<file path="src/hw/rtl/one_shot_timer_bank_assert.svh">
// Assertion macros for the timer bank.
// Both sample on the rising edge of clk; the first is muted during reset.
`ifndef ONE_SHOT_TIMER_BANK_ASSERT_SVH
`define ONE_SHOT_TIMER_BANK_ASSERT_SVH

// Checked only while out of reset
`define OSTB_ASSERT(label, prop, msg) \
	label: assert property (@(posedge clk) disable iff (!arst_n) prop) else $error(msg);

// Checked at every edge, reset included
`define OSTB_ASSERT_ALWAYS(label, prop, msg) \
	label: assert property (@(posedge clk) prop) else $error(msg);

`endif

</file>
<file path="src/hw/rtl/ostb_pkg.sv">
`default_nettype none

package ostb_pkg;

	// Default bank shape
	localparam int OSTB_TIMER_COUNT  = 8;
	localparam int OSTB_COUNTER_BITS = 32;

	// Operation codes
	localparam logic [2:0] OP_TICK     = 3'd0;
	localparam logic [2:0] OP_UPDATE   = 3'd1;
	localparam logic [2:0] OP_TRIGGER  = 3'd2;
	localparam logic [2:0] OP_RESET    = 3'd3;
	localparam logic [2:0] OP_LEVEL    = 3'd4;
	localparam logic [2:0] OP_PRELOAD  = 3'd5;

	// Command item
	typedef struct packed {
		logic [2:0]  opcode;
		logic [2:0]  timer_index;
		logic [31:0] write_value;
	} ostb_cmd_t;

	// Result item
	typedef struct packed {
		logic [7:0] timer_outputs;
		logic [7:0] timers_running;
	} ostb_rsp_t;

endpackage

`default_nettype wire

</file>
<file path="src/hw/rtl/one_shot_timer_bank.sv">
`default_nettype none
// Channel   Ports                 Handshake
// -------   -------------------   ----------------------------------------
// command   start, busy, item     taken on an edge with start high, busy low
// result    done, result          valid for the single cycle done is high
//
// Tick and update walk the bank through one shared decrement/compare unit,
// one timer per cycle in the sweep state, then report the result.
// Trigger, reset, level, preload and unused opcodes go from accept straight to the result, with no sweep.
// busy is high from the cycle after accept through the result cycle.
// arst_n clears all state but the counters; the receiver cannot stall results.
`include "one_shot_timer_bank_assert.svh"

module one_shot_timer_bank #(
	parameter int TIMER_COUNT  = ostb_pkg::OSTB_TIMER_COUNT,
	parameter int COUNTER_BITS = ostb_pkg::OSTB_COUNTER_BITS
) (
	input  wire                 clk,
	input  wire                 arst_n,
	input  wire                 start,
	output logic                busy,
	input  wire ostb_pkg::ostb_cmd_t item,
	output logic                done,
	output ostb_pkg::ostb_rsp_t result
);
	import ostb_pkg::*;

	localparam int IDX_W = (TIMER_COUNT > 1) ? $clog2(TIMER_COUNT) : 1;
	localparam int VIS   = (TIMER_COUNT < 8) ? TIMER_COUNT : 8;
	localparam logic [IDX_W-1:0] LAST_IDX = IDX_W'(TIMER_COUNT - 1);
	localparam logic [5:0] TC_V = 6'(TIMER_COUNT);

	localparam logic [1:0] ST_IDLE   = 2'd0;
	localparam logic [1:0] ST_SWEEP  = 2'd1;
	localparam logic [1:0] ST_REPORT = 2'd2;

	logic [1:0]              state_q;
	logic [IDX_W-1:0]        sweep_q;
	logic                    tick_q;
	logic [COUNTER_BITS-1:0] cnt_q  [TIMER_COUNT];
	logic [COUNTER_BITS-1:0] pre_q  [TIMER_COUNT];
	logic [TIMER_COUNT-1:0]  run_q;
	logic [TIMER_COUNT-1:0]  rstp_q;
	logic [TIMER_COUNT-1:0]  trgp_q;
	logic [TIMER_COUNT-1:0]  lvl_q;
	logic [TIMER_COUNT-1:0]  out_q;

	logic                    accept;
	logic                    is_sweep_op;
	logic                    idx_ok;
	logic [TIMER_COUNT-1:0]  sel;
	logic [TIMER_COUNT-1:0]  wr_trg;
	logic [TIMER_COUNT-1:0]  wr_rst;
	logic [TIMER_COUNT-1:0]  wr_lvl;
	logic [TIMER_COUNT-1:0]  wr_pre;

	// Shared unit signals
	logic                    sweeping;
	logic [COUNTER_BITS-1:0] cnt_rd;
	logic [COUNTER_BITS-1:0] cnt_new;
	logic                    cnt_wr;
	logic                    run_new;
	logic                    clr_req;
	logic                    out_wr;
	logic                    out_new;

	assign accept      = start && !busy;
	assign is_sweep_op = (item.opcode == OP_TICK) || (item.opcode == OP_UPDATE);
	assign idx_ok      = {3'b000, item.timer_index} < TC_V;
	assign busy        = (state_q != ST_IDLE);
	assign done        = (state_q == ST_REPORT);
	assign sweeping    = (state_q == ST_SWEEP);

	// Timer select decode for single-timer operations
	always_comb begin
		for (int i = 0; i < TIMER_COUNT; i++) begin
			sel[i] = accept && idx_ok && ({3'b000, item.timer_index} == 6'(i));
		end
		wr_trg = (item.opcode == OP_TRIGGER) ? sel : '0;
		wr_rst = (item.opcode == OP_RESET)   ? sel : '0;
		wr_lvl = (item.opcode == OP_LEVEL)   ? sel : '0;
		wr_pre = (item.opcode == OP_PRELOAD) ? sel : '0;
	end

	// Sequencer
	always_ff @(posedge clk or negedge arst_n) begin
		if (!arst_n) begin
			state_q <= ST_IDLE;
			sweep_q <= '0;
			tick_q  <= 1'b0;
		end else begin
			case (state_q)
				ST_IDLE: begin
					if (accept) begin
						sweep_q <= '0;
						tick_q  <= (item.opcode == OP_TICK);
						state_q <= is_sweep_op ? ST_SWEEP : ST_REPORT;
					end
				end
				ST_SWEEP: begin
					if (sweep_q == LAST_IDX) begin
						state_q <= ST_REPORT;
					end else begin
						sweep_q <= sweep_q + 1'b1;
					end
				end
				ST_REPORT: begin
					state_q <= ST_IDLE;
				end
				default: begin
					state_q <= ST_IDLE;
				end
			endcase
		end
	end

	// Shared per-timer unit: decrement, load or clear, then zero compare
	assign cnt_rd = cnt_q[sweep_q];
	always_comb begin
		cnt_new = cnt_rd;
		cnt_wr  = 1'b0;
		clr_req = 1'b0;
		out_wr  = 1'b0;
		out_new = lvl_q[sweep_q];
		if (tick_q) begin
			if (run_q[sweep_q]) begin
				cnt_new = cnt_rd - 1'b1;
				cnt_wr  = 1'b1;
			end
		end else if (rstp_q[sweep_q]) begin
			cnt_new = '0;
			cnt_wr  = 1'b1;
			clr_req = 1'b1;
			out_wr  = 1'b1;
		end else if (trgp_q[sweep_q]) begin
			cnt_new = pre_q[sweep_q];
			cnt_wr  = 1'b1;
			clr_req = 1'b1;
			out_wr  = 1'b1;
			out_new = ~lvl_q[sweep_q];
		end else if (!run_q[sweep_q]) begin
			out_wr  = 1'b1;
		end
		run_new = (cnt_new != '0);
	end

	// Counter store
	always_ff @(posedge clk) begin
		if (sweeping && cnt_wr) begin
			cnt_q[sweep_q] <= cnt_new;
		end
	end

	// Preload store
	always_ff @(posedge clk or negedge arst_n) begin
		if (!arst_n) begin
			for (int i = 0; i < TIMER_COUNT; i++) begin
				pre_q[i] <= '0;
			end
		end else begin
			for (int i = 0; i < TIMER_COUNT; i++) begin
				if (wr_pre[i]) begin
					pre_q[i] <= COUNTER_BITS'(item.write_value);
				end
			end
		end
	end

	// Per-timer flags; running bit mirrors counter != 0 (counters start unknown,
	// so a stopped counter is only ever read while its running bit is clear)
	always_ff @(posedge clk or negedge arst_n) begin
		if (!arst_n) begin
			run_q  <= '0;
			rstp_q <= '0;
			trgp_q <= '0;
			lvl_q  <= '0;
			out_q  <= '0;
		end else if (sweeping) begin
			if (cnt_wr) begin
				run_q[sweep_q] <= run_new;
			end
			if (clr_req) begin
				rstp_q[sweep_q] <= 1'b0;
				trgp_q[sweep_q] <= 1'b0;
			end
			if (out_wr) begin
				out_q[sweep_q] <= out_new;
			end
		end else begin
			rstp_q <= rstp_q | wr_rst;
			trgp_q <= trgp_q | wr_trg;
			lvl_q  <= (lvl_q & ~wr_lvl) | (wr_lvl & {TIMER_COUNT{item.write_value[0]}});
		end
	end

	// Result view of the first eight timers
	assign result.timer_outputs  = 8'(out_q[VIS-1:0]);
	assign result.timers_running = 8'(run_q[VIS-1:0]);

	// Checks
	`OSTB_ASSERT(a_done_single, done |=> !done, "result strobe longer than one cycle")
	`OSTB_ASSERT(a_accept_busy, (start && !busy) |=> busy, "accepted item did not raise busy")
	`OSTB_ASSERT(a_sweep_range, sweeping |-> (sweep_q <= LAST_IDX), "sweep index past last timer")
	`OSTB_ASSERT_ALWAYS(a_done_busy, done |-> busy, "result strobe outside busy window")

endmodule

`default_nettype wire

</file>
<file path="config.mk">
export PLATFORM = sky130hd
export DESIGN_NAME = one_shot_timer_bank
export DESIGN_NICKNAME = d
export VERILOG_FILES = /design/src/hw/rtl/ostb_pkg.sv /design/src/hw/rtl/one_shot_timer_bank.sv
export VERILOG_INCLUDE_DIRS = /design/src /design/src/hw/rtl
export SDC_FILE = /design/constraint.sdc
export NUM_CORES = 1
export LEC_CHECK = 0
export BUFFER_PORTS_ARGS = -buffer_cell sky130_fd_sc_hd__clkbuf_2
export CAP_MARGIN = 20
export CORE_MARGIN = 2
export CORE_UTILIZATION = 55
export DETAILED_ROUTE_END_ITERATION = 10
export PLACE_DENSITY = 0.7
export SYNTH_ARGS = -nofsm -noshare
export SYNTH_HDL_FRONTEND = slang
export SYNTH_SLANG_ARGS = --single-unit
export TNS_END_PERCENT = 20
</file>
<file path="constraint.sdc">
create_clock -name clk -period 10.3 [get_ports clk]
set_input_delay 1.545 -clock clk [delete_from_list [all_inputs] [get_ports clk]]
set_output_delay 1.545 -clock clk [all_outputs]
set_load 0.01 [all_outputs]
</file>
* Yosys cells after proc, flatten, opt, wreduce, memory -nomap -nowiden
Memories as Yosys holds them, arrays and structs flattened.
Cells that the tools add are included.
** Word-level totals
- Register bits :: 302
- Bits in latches :: 0
- Bits in writable memories :: 256
- Memory bits (read-only) :: 0
- Input bits :: 41
- Output and inout bits :: 18
- Word-level logic and storage cells :: 124
- Memories kept :: 1
** Memory list
- cnt_q :: depth 8, bits a word 32, rd ports 1, clocked after memory_dff 0, write ports 1, RTL line one_shot_timer_bank.sv:40 : logic [COUNTER_BITS-1:0] cnt_q [TIMER_COUNT];
** Operators by class
- Add/sub/neg operators :: 2
- Multiply operators :: 0
- Div/mod/pow operators :: 0
- $lt $le $gt $ge :: 3
- Equality and inequality tests :: 19
- Shift operators :: 0
- Mux-type cells :: 48
- Bitwise gates (word level) :: 11
- Reductions and logical operators :: 24
** Operator list (count)
- 32-bit two-way mux :: 6
- 32-bit binary-select mux with 3-bit select :: 1
- 8-bit two-way mux :: 8
- 8-bit bitwise AND :: 4
- 32-bit nonzero test :: 1
- 32-bit by 1-bit subtractor with 32-bit output (second input constant) :: 1
- 8-bit bitwise OR :: 3
- 3-bit == test (second input constant) :: 7
- 1-bit two-way mux :: 19
- 8-bit bitwise mux :: 2
- 8-bit inverter :: 2
- 1-bit binary-select mux with 3-bit select :: 4
- 3-bit by 2-bit == test with 1-bit output (second input constant) :: 4
- 1-bit logical AND :: 11
- 2-bit AND reduction :: 4
- 3-bit by 1-bit == test with 1-bit output (second input constant) :: 2
- 3-bit logical NOT :: 2
- 2-bit two-way mux :: 3
- 3-bit two-way mux :: 2
- 3-bit case mux with 2 select lines :: 1
- 4-bit greater-or-equal comparator (second input constant) :: 1
- 3-bit by 4-bit < comparator with 1-bit output (second input constant) :: 1
- 2-bit by 1-bit inequality test with 1-bit output (second input constant) :: 2
- 2-bit inequality test (second input constant) :: 2
- other kinds (13) :: 14

* Logic depth before layout (Yosys ltp)
Gate-level depths: netlist (run 1).
- Word-level depth :: 9
- Gate-level depth with buffers :: 17
- Depth with buffers taken out :: 13

* Least setup slack after synthesis (run 1)
Ideal clock, no wire load.
- Path type :: register to register
- Start point :: reg sweep_q[0]
- End point :: mem cnt_q[4][0] (netlist bit) (enable)
- Setup time :: 466 ps
- Arrival :: 4455 ps
- Data required time :: 9834 ps
- Setup slack :: 5379 ps
- Stages on the path, launching flop included :: 11
- Path buffers :: 4
- Clock period less this slack :: 4921 ps
- Cell sequence :: dfrtp_1 buf_6 buf_6 or2_2 o221ai_1 nor2_1 clkbuf_1 clkbuf_1 nand2b_1 o211ai_1 nor3_1
** Between the ends
- Longest elaborated chain between the ends :: 8
- Elaborated cells on any way between the ends :: 13
- Classes of those cells :: mux (12); reduce/logical (1)
** RTL lines
- start: declaration :: RTL line one_shot_timer_bank.sv:38 : logic [IDX_W-1:0] sweep_q;
- start signal: assignment :: RTL line one_shot_timer_bank.sv:104 : sweep_q <= sweep_q + 1'b1;
- 1-bit binary-select mux with 3-bit select :: RTL line one_shot_timer_bank.sv:135 : end else if (trgp_q[sweep_q]) begin
- 1-bit two-way mux (implied by the code) :: RTL line one_shot_timer_bank.sv:135
- 1-bit two-way mux :: RTL line one_shot_timer_bank.sv:135
- 1-bit two-way mux :: RTL line one_shot_timer_bank.sv:130 : end else if (rstp_q[sweep_q]) begin
- 1-bit two-way mux :: RTL line one_shot_timer_bank.sv:125 : if (tick_q) begin
- 1-bit logical AND :: RTL line one_shot_timer_bank.sv:149 : if (sweeping && cnt_wr) begin
- 1-bit two-way mux :: RTL line one_shot_timer_bank.sv:149
- 1-bit two-way mux (implied by the code) :: RTL line one_shot_timer_bank.sv:150 : cnt_q[sweep_q] <= cnt_new;
- end: declaration :: RTL line one_shot_timer_bank.sv:40
Parallel ways exist; a longest one is shown, timed or not. The select of a mux whose other input is x is not followed.

* Worst setup path after layout (run 1)
- Start point :: reg sweep_q[2]
- End point :: reg run_q[5]
** Between the ends
- Longest elaborated chain between the ends :: 9
- Elaborated cells on any way between the ends :: 28
- Classes of those cells :: add/sub (1); order compare (2); mux (20); bitwise (1); reduce/logical (3); memory (1)
** RTL lines
- branches (longest 6 deep; another with memory read 8 x 32 bit)
- 32-bit two-way mux (*) :: RTL line one_shot_timer_bank.sv:125
- via cnt_new[6] :: RTL line one_shot_timer_bank.sv:60 : logic [COUNTER_BITS-1:0] cnt_new;
- 32-bit nonzero test (*) :: RTL line one_shot_timer_bank.sv:144 : run_new = (cnt_new != '0);
- 8-bit bitwise mux (*) :: RTL line one_shot_timer_bank.sv:180 : run_q[sweep_q] <= run_new;
- end signal: indexed assignment :: RTL line one_shot_timer_bank.sv:180
- end: declaration :: RTL line one_shot_timer_bank.sv:42 : logic [TIMER_COUNT-1:0] run_q;
Mark *: on every way through the listed nets, which the timed path passes. The select of a mux whose other input is x is not followed.
A chain may end at the register's enable or synchronous reset.

==> results_dict.tcl, run 1 <==
set metrics [dict create \
    clk_transition_reported_paths_ns 0.06 \
    ys_seq_area_share_pct 60.4 \
    wl_per_cell_um 27.6 \
    grtUsageTotal_pct 28.2 \
    die_width_um 218 \
    synth_enable_flop_cells 256 \
    post-route-min-period_ns 5.87 \
    critical_path_class "reg -> reg" \
    worst_clock_skew_ns 0.0263 \
    period_share_pct 57.0 \
    worst-r2r-cell-count 14 \
    report.final.hold_viol_count 0 \
    totalNegativeSetupSlack_ns 0 \
    placed_area_sq_mm 0.0261 \
    post_synth_num_cell_types 104 \
    most_frequent_standard_cell_in_the_layout_excluding_fill_and_tap_cells "sky130_fd_sc_hd__mux2_2" \
    grt_pass1_wl_um 99300 \
    chipHeight_um 218 \
    tritoncts_clock_tree "built" \
    p_leak_nw 11.4 \
    most_prevalent_standard_cell_on_the_critical_path "sky130_fd_sc_hd__nand2b_1" \
    grt-ovfl-total 0 \
    most_crowded_layer_gr "met2" \
    holdPathStages 1 \
    finalSetupViolCount 0 \
    flow.area_growth_from_synthesis_pct 11.3 \
    path_max_fanout 41 \
    critical_path_cell_count 14 \
    detail_route.iter0.violations 1468 \
    place_hpwl_um 40200 \
    clk_path_buf_depth 3 \
    antenna_found_initial 3 \
    crit_path_top_delay_cell "sky130_fd_sc_hd__dfrtp_4" \
    powerDensity_mw_per_mm2 296 \
    fin_nets 1801 \
    numCtsBuffers 57 \
    crit_path_cell_chain "buf_4 > nand2b_1 > o22ai_1 > a211oi_2 > ha_1 > inv_1 > or2_2 > nand2b_1 > nor3_1 > o32ai_1 > or4_1 > or4_4 > nor4b_4 > a31oi_1" \
    min_path_type "reg -> reg" \
    num_vias 15700 \
    clkLatencyLatePin_ns 0.62 \
    most-common-layout-cells "305 x sky130_fd_sc_hd__mux2_2, 299 x sky130_fd_sc_hd__dfrtp_1, 256 x sky130_fd_sc_hd__edfxtp_1" \
    fp.dieArea_sq_mm 0.0477 \
    antenna_cells 0 \
    timing.critical_path.required_ns 10.76 \
    starting_density_pct 55.7 \
    ys_async_sr_fraction_pct 54.1 \
    grt_pass1_vias 15900 \
    cts_resized 0 \
    synth.net_count 1752 \
    detail-route-antenna-nets 0 \
    critPathCaptureType "flip-flop" \
    avgViaCountPerCell 6.51 \
    post-route-drc-count 0 \
    design_area_sq_mm 0.0281 \
    max_cap_violations 0 \
    drive_above_1_share_pct 33.9 \
    vdd.ir_drop.worst_mv 0.203 \
    globalRouteMet2Util_pct 44.5 \
    cts.hold.buffers_added 0 \
    cts.repair_timing.setup_buffer_count 0 \
    design.core.area_sq_mm 0.0454 \
    cts.root.buffer_cell "sky130_fd_sc_hd__clkbuf_16" \
    whs_ns 0.499 \
    met3_usage_pct 7.42 \
    wl_um 66300 \
    number_of_max_slew_violations_in_the_final_report 0 \
    detail_route.first_pass.iterations 5 \
    synth_warnings 0 \
    avg_cell_area_syn_sq_um 14.8 \
    grt_setup_unrepaired "false" \
    met1_usage_pct 38.4 \
    grt_max_degree 208 \
    clock_tree.htree_level_count 2 \
    timing_worst_slew_pin_value_ns 1.18 \
    critical_path.n_buffers_inverters 2 \
    mappedNetlistArea_sq_mm 0.0253 \
    cpPeakStageDelay_ns 0.79 \
    io_buffer_count 58 \
    io_pins 59 \
    cts_num_sinks 558 \
    num_rows 78 \
    critical_path_arrival_ns 6.33 \
    cp_top_family "simple AND/OR/NAND/NOR gates" \
    synth_cells 1708 \
    critical_path_source_type "flip-flop" \
    synth_ff_type "sky130_fd_sc_hd__dfrtp_1" \
    ys_seq_elements 558 \
    outcome "finished clean" \
    slew_headroom_pct 21.5 \
    gp_congestion 0.890 \
    max_freq_ghz 0.170 \
]
==> logic make-up (layout without fill, tap and decap cells) <==
family                     count (synthesis)  in the layout  share of synthesized area (%)
DFF                                      558            558                           60.4
buffers and inverters                    119            216                           2.63
muxes                                    436            436                           21.9
AOI/OAI and AO/OA                        258            258                           7.84
xor gates and xnor gates                  24             24                          0.832
adders and majority gates                  3              3                          0.149
and+or+nand+nor                          310            310                           6.33
==> registers in the layout, indices dropped and copies added (netlist names), named ones only <==
| name | count |
|---|---|
| sweep_q | 3 |
| rstp_q | 8 |
| trgp_q | 8 |
| pre_q | 256 |
| tick_q | 1 |
| cnt_q | 256 |
| out_q | 8 |
| state_q | 2 |
| run_q | 8 |
==> final timing paths <==
kind | startpoint | endpoint | slack [ns]
max | sweep_q[2] | run_q[5] | 4.43
min | pre_q[207] | pre_q[207] | 0.50
max reg2reg | sweep_q[2] | run_q[5] | 4.43
min reg2reg | pre_q[207] | pre_q[207] | 0.50
max in group asynchronous | arst_n | pre_q[45] | 7.81
min in group asynchronous | arst_n | pre_q[247] | 0.93
==> Yosys cell counts (all sizes together) (4+ instances only) <==
cell type | instances | area (sq um)
a31oi | 10 | 62.6
a21oi | 29 | 145
a22oi | 32 | 268
o211ai | 7 | 52.6
edfxtp | 256 | 7690
nor2b | 11 | 68.8
o32ai | 6 | 52.6
nand2 | 105 | 397
nor4b | 9 | 109
nor2 | 73 | 279
dfrtp | 302 | 7560
nor3 | 24 | 125
a221oi | 41 | 365
mux2 | 309 | 3490
nand4 | 7 | 62.6
nand3 | 26 | 135
nor4 | 5 | 58.8
and2 | 8 | 50.1
or2 | 8 | 50.1
nor3b | 4 | 35.0
a221o | 9 | 90.1
mux2i | 71 | 747
mux4 | 56 | 1290
xor2 | 10 | 87.6
o221ai | 4 | 35.0
nand2b | 7 | 43.8
xnor2 | 14 | 123
o21ai | 40 | 204
inv | 9 | 43.8
and3 | 7 | 45.1
clkbuf | 40 | 175
o22ai | 15 | 93.8
buf | 70 | 444
a32o | 7 | 70.1
a22o | 29 | 254
==> worst reg2reg max path, cell delays in order (launching register included) <==
cell and delay, ns:
sky130_fd_sc_hd__dfrtp_4 0.79, sky130_fd_sc_hd__buf_4 0.64, sky130_fd_sc_hd__nand2b_1 0.51, sky130_fd_sc_hd__o22ai_1 0.18, sky130_fd_sc_hd__a211oi_2 0.48, sky130_fd_sc_hd__ha_1 0.23, sky130_fd_sc_hd__inv_1 0.06, sky130_fd_sc_hd__or2_2 0.32
sky130_fd_sc_hd__nand2b_1 0.28, sky130_fd_sc_hd__nor3_1 0.24, sky130_fd_sc_hd__o32ai_1 0.24, sky130_fd_sc_hd__or4_1 0.53, sky130_fd_sc_hd__or4_4 0.45, sky130_fd_sc_hd__nor4b_4 0.59, sky130_fd_sc_hd__a31oi_1 0.17
==> power by group <==
| group | total, mW | internal [mW] | switching (mW) |
|---|---|---|---|
| clock network | 2.10 | 1.25 | 0.859 |
| registers | 3.26 | 3.07 | 0.195 |
| logic | 2.95 | 1.02 | 1.93 |
| total | 8.31 | 5.33 | 2.98 |
==> metrics by stage <==
| stage | worst slack, ns | instances | power [mW] | utilization [%] |
|---|---|---|---|---|
| 3_3_place_gp | 4.51 | 2289 | 6.08 | 57.4 |
| 4_1_cts | 4.43 | 2397 | 8.28 | 61.8 |
| 2_1_floorplan | 5.38 | 1708 | 5.23 | - |
| 6_report | 4.43 | 2405 | 8.31 | 61.9 |
| 5_1_grt | 4.14 | 2405 | 8.65 | 61.9 |
| 3_5_place_dp | 4.44 | 2290 | 6.18 | 57.5 |
==> layer usage <==
metal | vias to the layer above | share of wire (%)
met5 | - | 0.041
met3 | 136 | 9.0
met1 | 8091 | 41
met4 | 4 | 3.0
li1 | 6718 | -
met2 | 703 | 47
==> area by class of cell <==
| class | count | area (sq um) |
|---|---|---|
| Timing Repair Buffer | 100 | 698 |
| Sequential cell | 558 | 15300 |
| Tap cell | 600 | 751 |
| Fill cell | 3384 | 17300 |
| Inverter | 9 | 43.8 |
| Multi-Input combinational cell | 1031 | 9420 |
| Clock buffer | 83 | 1710 |
| Clock inverter | 24 | 231 |
Note: power is estimated with default switching activity, not from simulation.
==> run 2: changes to the inputs <==
- PLACE_DENSITY: 0.7 -> 0.73
- clock period: 10.3 -> 5.1 ns (I/O delays scaled with it)
==> results_dict.tcl, run 2 (synthesis results as in run 1) <==
set metrics [dict create \
    critical_path.n_buffers_inverters 4 \
    outcome "finished clean" \
    fp.dieArea_sq_mm 0.0477 \
    post-route-min-period_ns 4.60 \
    grt_pass1_wl_um 101000 \
    cp_top_family "compound AO/OA/AOI/OAI gates" \
    starting_density_pct 55.7 \
    totalNegativeSetupSlack_ns 0 \
    io_buffer_count 58 \
    detail-route-antenna-nets 0 \
    most_prevalent_standard_cell_on_the_critical_path "sky130_fd_sc_hd__buf_4" \
    cts.repair_timing.setup_buffer_count 0 \
    detail_route.iter0.violations 1671 \
    post-place-ws_ns 0.569 \
    finalSetupViolCount 0 \
    timing_worst_slew_pin_value_ns 1.15 \
    grt_max_degree 120 \
    grt_pass1_vias 16200 \
    crit_path_top_delay_cell "sky130_fd_sc_hd__a221oi_1" \
    most_crowded_layer_gr "met2" \
    slew_headroom_pct 22.8 \
    die_width_um 218 \
    critical_path_source_type "flip-flop" \
    chipHeight_um 218 \
    timing.critical_path.required_ns 5.57 \
    number_of_max_slew_violations_in_the_final_report 0 \
    n_fill_cell 3337 \
    fin_nets 1842 \
    powerDensity_mw_per_mm2 601 \
    tritoncts_clock_tree "built" \
    antenna_found_initial 6 \
    design.core.area_sq_mm 0.0454 \
    grtUsageTotal_pct 28.7 \
    vdd.ir_drop.worst_mv 0.357 \
    crit_path_cell_chain "buf_4 > buf_4 > mux2_2 > a221oi_1 > a21oi_1 > a221oi_1 > a211o_1 > o21ai_0 > buf_4 > a2111oi_2 > nor4b_4 > buf_4 > a31oi_1" \
    numCtsBuffers 55 \
    internal-power_mw 10.9 \
    most-common-layout-cells "305 x sky130_fd_sc_hd__mux2_2, 299 x sky130_fd_sc_hd__dfrtp_1, 256 x sky130_fd_sc_hd__edfxtp_1" \
    layout_top_registers "cnt_q x256, pre_q x256" \
    power_switching_share_pct 36.2 \
    flow.area_growth_from_synthesis_pct 12.6 \
    max_freq_ghz 0.217 \
    num_vias 16000 \
    min_path_type "in -> async" \
    grt_setup_unrepaired "false" \
    p_seq_share_pct 38.1 \
    cts.hold.buffers_added 0 \
    p_leak_nw 11.6 \
    met3_usage_pct 7.36 \
    avgViaCountPerCell 6.52 \
    cts_num_sinks 558 \
    drive_above_1_share_pct 34.8 \
    power.switching_mw 6.18 \
    critical_path_arrival_ns 5.07 \
    clk_transition_reported_paths_ns 0.06 \
    fin_ws_ns 0.502 \
    clkLatencyLatePin_ns 0.61 \
    most_frequent_standard_cell_in_the_layout_excluding_fill_and_tap_cells "sky130_fd_sc_hd__mux2_2" \
    globalRouteMet2Util_pct 45.3 \
    cts.root.buffer_cell "sky130_fd_sc_hd__clkbuf_16" \
    post-route-drc-count 0 \
    io_pins 59 \
    finalCoreUtilization_pct 62.7 \
    num_rows 78 \
    met1_usage_pct 38.6 \
    wl_per_cell_um 27.4 \
    worst_clock_skew_ns 0.0208 \
    detail_route.first_pass.iterations 5 \
    report.final.hold_viol_count 0 \
    period_share_pct 90.2 \
    cts_resized 0 \
    gp_congestion 0.893 \
    max_cap_violations 0 \
    clk_path_buf_depth 3 \
    path_max_fanout 31 \
    clock_tree.htree_level_count 2 \
    place_hpwl_um 42500 \
    clockPowerShare_pct 24.4 \
    grt-ovfl-total 0 \
    critPathCaptureType "flip-flop" \
    p_comb_share_pct 37.4 \
    cpPeakStageDelay_ns 0.83 \
    wl_um 67100 \
    critical_path_class "reg -> reg" \
]
[run 2: layout make-up]
| cell class | instances | area [sq um] | share of cell area (%) |
|---|---|---|---|
| Sequential cell | 558 | 15300 | 53.6 |
| Multi-Input combinational cell | 1031 | 9420 | 33.1 |
| Clock buffer | 69 | 1470 | 5.17 |
| Timing Repair Buffer | 143 | 1110 | 3.89 |
| Tap cell | 600 | 751 | 2.64 |
| Clock inverter | 34 | 379 | 1.33 |
| Inverter | 9 | 43.8 | 0.154 |
| Antenna cell | 3 | 7.51 | 0.0264 |
[run 2: path summary, 6_finish.rpt]
| kind | startpoint | slack [ns] | end | depth (start not counted) |
|---|---|---|---|---|
| min | arst_n | 0.21 | pre_q[90] | 1 |
| max in group asynchronous | arst_n | 3.78 | pre_q[199] | 2 |
| min in group clk | item[35] | 0.41 | tick_q | 2 |
| max reg2reg | sweep_q[1] | 0.50 | run_q[5] | 13 |
| max | sweep_q[1] | 0.50 | run_q[5] | 13 |
| min reg2reg | pre_q[90] | 0.50 | pre_q[90] | 1 |
[run 2: layer usage]
layer / part of all wire [%] / up-vias
met5: 0.054 / -
met4: 3.3 / 6
met3: 8.9 / 165
met2: 47 / 700
met1: 40 / 8261
li1: - / 6824
[run 2: metrics by stage]
step                      cell area (sq um)  std cells  hold slack, ns  power, mW
after floorplan                       25300       1708           0.465       10.6
after global placement                26500       2335           0.482       12.6
after detailed placement              26500       2335           0.488       12.8
after CTS                             28300       2438           0.236       17.0
after global routing                  28400       2446           0.289       17.8
final                                 28400       2447           0.209       17.1
[run 2: power by group through the flow]
stage                     sequential [mW]  clock [mW]  combinational [mW]
after floorplan                      6.44           0                4.13
after global routing                 6.57        4.40                6.80
after detailed placement             6.60           0                6.24
after global placement               6.56           0                6.09
after CTS                            6.51        4.23                6.26
final                                6.51        4.18                6.40
